--- src/rtl/atla_pkg.sv ---
// Package for the ADC triplet leaky averager: widths, lane state types and lane masks.
// Used by the channel interfaces, the lane datapath and the top level.
// No dependencies.
package atla_pkg;

  // Fixed field widths and the filter settings
  localparam int NUM_SLOTS     = 64;
  localparam int AVG_SHIFT     = 5;
  localparam int CODE_BITS     = 12;
  localparam int LANES         = 3;
  localparam int SLOT_BITS     = 6;
  localparam int SLOT_IDX_BITS = $clog2(NUM_SLOTS);
  localparam int AVG_BITS      = CODE_BITS + 1;
  localparam int SUM_BITS      = AVG_BITS + AVG_SHIFT;

  typedef logic [LANES-1:0] lane_mask_t;

  // Lane masks
  localparam lane_mask_t ALL_LANES  = {LANES{1'b1}};
  localparam lane_mask_t LANE0_ONLY = lane_mask_t'(1);

  // Stored state of one lane
  typedef struct packed {
    logic [SUM_BITS-1:0] sum;
    logic [AVG_BITS-1:0] avg;
  } lane_state_t;

  // One memory word holds all lanes of a slot
  typedef lane_state_t [LANES-1:0] slot_state_t;

endpackage

--- src/rtl/atla_lane.sv ---
// One lane of the leaky averager: doubles the code, seeds an empty lane and
// applies the sum update. Pure combinational logic. Depends on atla_pkg.
module atla_lane (
  input  logic [atla_pkg::CODE_BITS-1:0] code,
  input  logic                           has_value,
  input  atla_pkg::lane_state_t          old_state,
  output atla_pkg::lane_state_t          new_state
);

  localparam int SB = atla_pkg::SUM_BITS;
  localparam int SH = atla_pkg::AVG_SHIFT;

  logic [atla_pkg::AVG_BITS-1:0] dcode;
  logic [SB-1:0]                 seed_sum;
  logic [SB-1:0]                 base_sum;
  logic [SB-1:0]                 s;
  logic [SB+SH-1:0]              leak;

  // Seeding then updating gives the same state as seeding alone, so an
  // empty lane simply starts from a seed sum of (2^shift - 1) * dcode.
  always_comb begin
    dcode     = {code, 1'b0};
    seed_sum  = {dcode, {SH{1'b0}}} - SB'(dcode);
    base_sum  = has_value ? old_state.sum : seed_sum;
    s         = base_sum + SB'(dcode);
    leak      = {s, {SH{1'b0}}} - (SB+SH)'(s);
    new_state.sum = leak[SB+SH-1:SH];
    new_state.avg = s[SB-1:SH];
  end

endmodule
--- config.mk ---
export PLATFORM = sky130hd
export DESIGN_NAME = atla_lane
export DESIGN_NICKNAME = d
export VERILOG_FILES = /design/src/rtl/atla_pkg.sv /design/src/rtl/atla_lane.sv
export SDC_FILE = /design/constraint.sdc
export NUM_CORES = 1
export LEC_CHECK = 0
export BUFFER_PORTS_ARGS = -buffer_cell sky130_fd_sc_hd__buf_4
export CORE_MARGIN = 3
export CORE_UTILIZATION = 50
export DETAILED_ROUTE_END_ITERATION = 12
export PLACE_DENSITY_LB_ADDON = 0.15
export SLEW_MARGIN = 20
export SYNTH_ARGS = -nofsm -noshare
export SYNTH_HDL_FRONTEND = slang
export SYNTH_SLANG_ARGS = --single-unit
--- constraint.sdc ---
create_clock -name vclk -period 11.7
set_input_delay 0 -clock vclk [all_inputs]
set_output_delay 0 -clock vclk [all_outputs]
set_load 0.05 [all_outputs]
Yosys cells after proc, flatten, opt, wreduce, memory -nomap -nowiden
Cells that the tools add are included.
- output and inout bits: 31
- flip-flop bits (word level): 0
- word-level logic and storage cells: 4
- input bits: 44
- mux-type cells: 1
- $add $sub $neg: 3
- operators with widths (cell ; number):
    $sub A23 B18 Y23 ; 1
    $add A18 B13 Y18 ; 1
    $mux W18 ; 1
    $sub A18 B13 Y18 ; 1

Logic depth before layout (Yosys ltp)
- word-level depth: 4
- depth in mapped cells: 25
- mapped depth without buffers: 25

Least setup slack after synthesis
Ideal clock, no wire load.
- path kind: input-to-output
- start: input port has_value
- end: output port new_state[29] in the netlist's numbering
- arrival time: 5.504 ns
- path slack: 6.196 ns
- path buffers: 3
- required time: 11.700 ns
- stages on the path: 25
- cell sequence: clkbuf_1 -> clkbuf_1 -> clkbuf_1 -> nand2_1 -> o21ai_0 -> ha_1 -> inv_1 -> fa_1 -> nor2b_1 -> o2111ai_1 -> a31oi_1 -> nor2_1 -> xnor2_1 -> inv_1 -> ha_1 -> a21o_1 -> a21oi_1 -> nand3b_1 -> o21ai_0 -> a31oi_1 -> a21oi_1 -> o21bai_1 -> nand2_1 -> nand3b_1 -> xnor2_1
- RTL lines (what ; line ; text):
    from (decl) ; atla_lane.sv:5 ; input logic has_value,
    to (decl) ; atla_lane.sv:7 ; output atla_pkg::lane_state_t new_state

==> metrics.cfg <==
[run_status]
status = completed

[logic_synthesis]
synth.distinct_cells = 56
synth.most_common_cell = inv_1
avgSynthCellArea_um2 = 6.96
ys_top_cells_by_count = inv_1 (35), ha_1 (34), nand2_1 (32), xnor2_1 (25), o21ai_0 (21)
netlist_area_um2 = 2100
synthTopCellsByArea = ha_1 (20%), xnor2_1 (10%), xor2_1 (6.7%)
yosysTopAreaCellShare_pct = 20.2
syn_nets = 381
synth_cells = 302
yosysWarnings = 0
seq_area_frac_synth_pct = 0
yosysTopAreaCell = ha_1

[finish]
utilization_pct = 67.7
drive_gt1_share_pct = 23.7
syn2layout_area_growth_pct = 24.0
clockBufferCount = 0
fin_nets = 440
num_antenna_cells = 0
fillers = 363
register_area_um2 = 0
seq_cell_count = 0

[cts]
holdBufCountCts = 0
cts_setup_buffers = 0
cts_resized = 0

[floorplanning]
initial_core_util_pct = 54.6
dieArea_um2 = 5020
core_um2 = 3850
fp.dieH_um = 70.9
io_pins = 75
rows = 22
fp.dieW_um = 70.9

[setup_path]
cpPeakStageDelay_ns = 0.52
required_ns = 11.70
worstSetupStartpointType = input pin
critical_path_buf_inv_count = 4
slowest_stage = or4_1
crit_family = compound AO/OA/AOI/OAI gates
cp-end-kind = primary output
path_max_fanout = 6
arrival_ns = 4.88
crit_type = in -> out

[timing]
setup_violations = 0
post-route-period-util_pct = 41.7
max_slew.worst_pin.slew_ns = 0.551
rsz0062_at_grt = false
fmaxAchievable_ghz = 0.205
hold_viol_final = 0
setup_tns_ns = 0
period_needed_ns = 4.88
slew_headroom_pct = 63.0
slew_viol_final = 0

[pwr]
ir_drop_v = 0.000126
power.total_w = 0.000701
p_leak_nw = 1.29
p_per_area_nw_per_um2 = 269

[placement]
numPortBuffers = 62
dp_hpwl_mm = 4.46
place_congestion = 0.895

[hold_path]
whs_endpoint = new_state[12]
min_path_cells = 5
min-delay-path-class = in -> out
min_from = old_state[30]

[grt]
grt_use_total_pct = 20.2
grt_max_degree = 37
grt_first_pass_wirelength_mm = 8.89
grt_pass1_vias = 2109
overflow = 0
antenna_found_initial = 0

[drt]
detail-route-antenna-nets = 0
viasPerCell = 5.54
dr.pass1.iters = 4
avgRoutedWirePerCell_um = 12.6
vias = 2255
routed_wl_mm = 5.11
drc_errors = 0
first_iter_violations = 82

[job]
drv_cap = 0

[per-stage QoR]
| step | std cells | hold slack, ns | setup WS [ns] | cell area [µm²] |
|---|---|---|---|---|
| global route | 407 | 0.639 | 6.29 | 2610 |
| floorplan | 302 | 0.437 | 6.20 | 2100 |
| detailed placement | 407 | 0.593 | 6.82 | 2610 |
| CTS | 407 | 0.593 | 6.80 | 2610 |
| finish | 407 | 0.585 | 6.82 | 2610 |
| global placement | 407 | 0.595 | 6.85 | 2610 |
[power by group]
part	internal, W	switching (W)
Sequential	0	0
Clock	0	0
Combinational	0.000231	0.000470
[cell usage in the layout, fill, tap and decap left out, types with 2 or more instances in the layout]
cell type and instances:
a211oi_1 4, a21o_1 6, a21oi_1 20, a31oi_1 7
and2_1 3, and3_1 3, buf_4 62, ha_1 34
inv_1 35, mux2_2 3, nand2_1 32, nand3_1 8
nand3b_1 3, nand4_1 2, nor2_1 18, nor2b_1 3
nor3_1 6, nor4_1 4, o2111ai_1 2, o21a_1 3
o21ai_0 21, o21ai_1 2, o21bai_1 4, or2_2 2
or4_1 2, xnor2_1 25, xnor2_2 2, xor2_1 16
[per-layer routing]
metal / track usage [%] / share of wire, %
met5: 0 / 0
met4: 1.67 / 0.84
met3: 0.710 / 4.7
met2: 36.5 / 46
met1: 27.7 / 49
[worst max-delay path by stage]
stage                    from       endpoint  slack, ns  depth (start not counted)
floorplan           has_value  new_state[29]       6.20                         25
global placement      code[7]  new_state[29]       6.85                         26
detailed placement    code[7]  new_state[29]       6.82                         26
CTS                   code[7]  new_state[29]       6.80                         26
global route          code[7]  new_state[27]       6.29                         24
finish                code[7]  new_state[29]       6.82                         26
[kinds of logic (layout without fill, tap and decap cells)]
group / after synthesis / count (layout) / share of synthesized area (%)
AO/OA/AOI/OAI: 83 / 83 / 26.3
XOR/XNOR: 43 / 43 / 18.6
adder cells (fa/ha/maj): 35 / 35 / 21.2
buffers and inverters: 40 / 97 / 7.20
multiplexers: 4 / 4 / 2.08
AND/OR/NAND/NOR: 97 / 97 / 24.6
[area by class of cell]
type / instances / area (µm²) / share of cell area (%)
inverter: 35 / 131 / 5.04
multi-input combinational: 262 / 1950 / 74.8
timing repair buffer: 62 / 465 / 17.8
tap: 48 / 60.1 / 2.30
(Power assumes the default switching activity.)
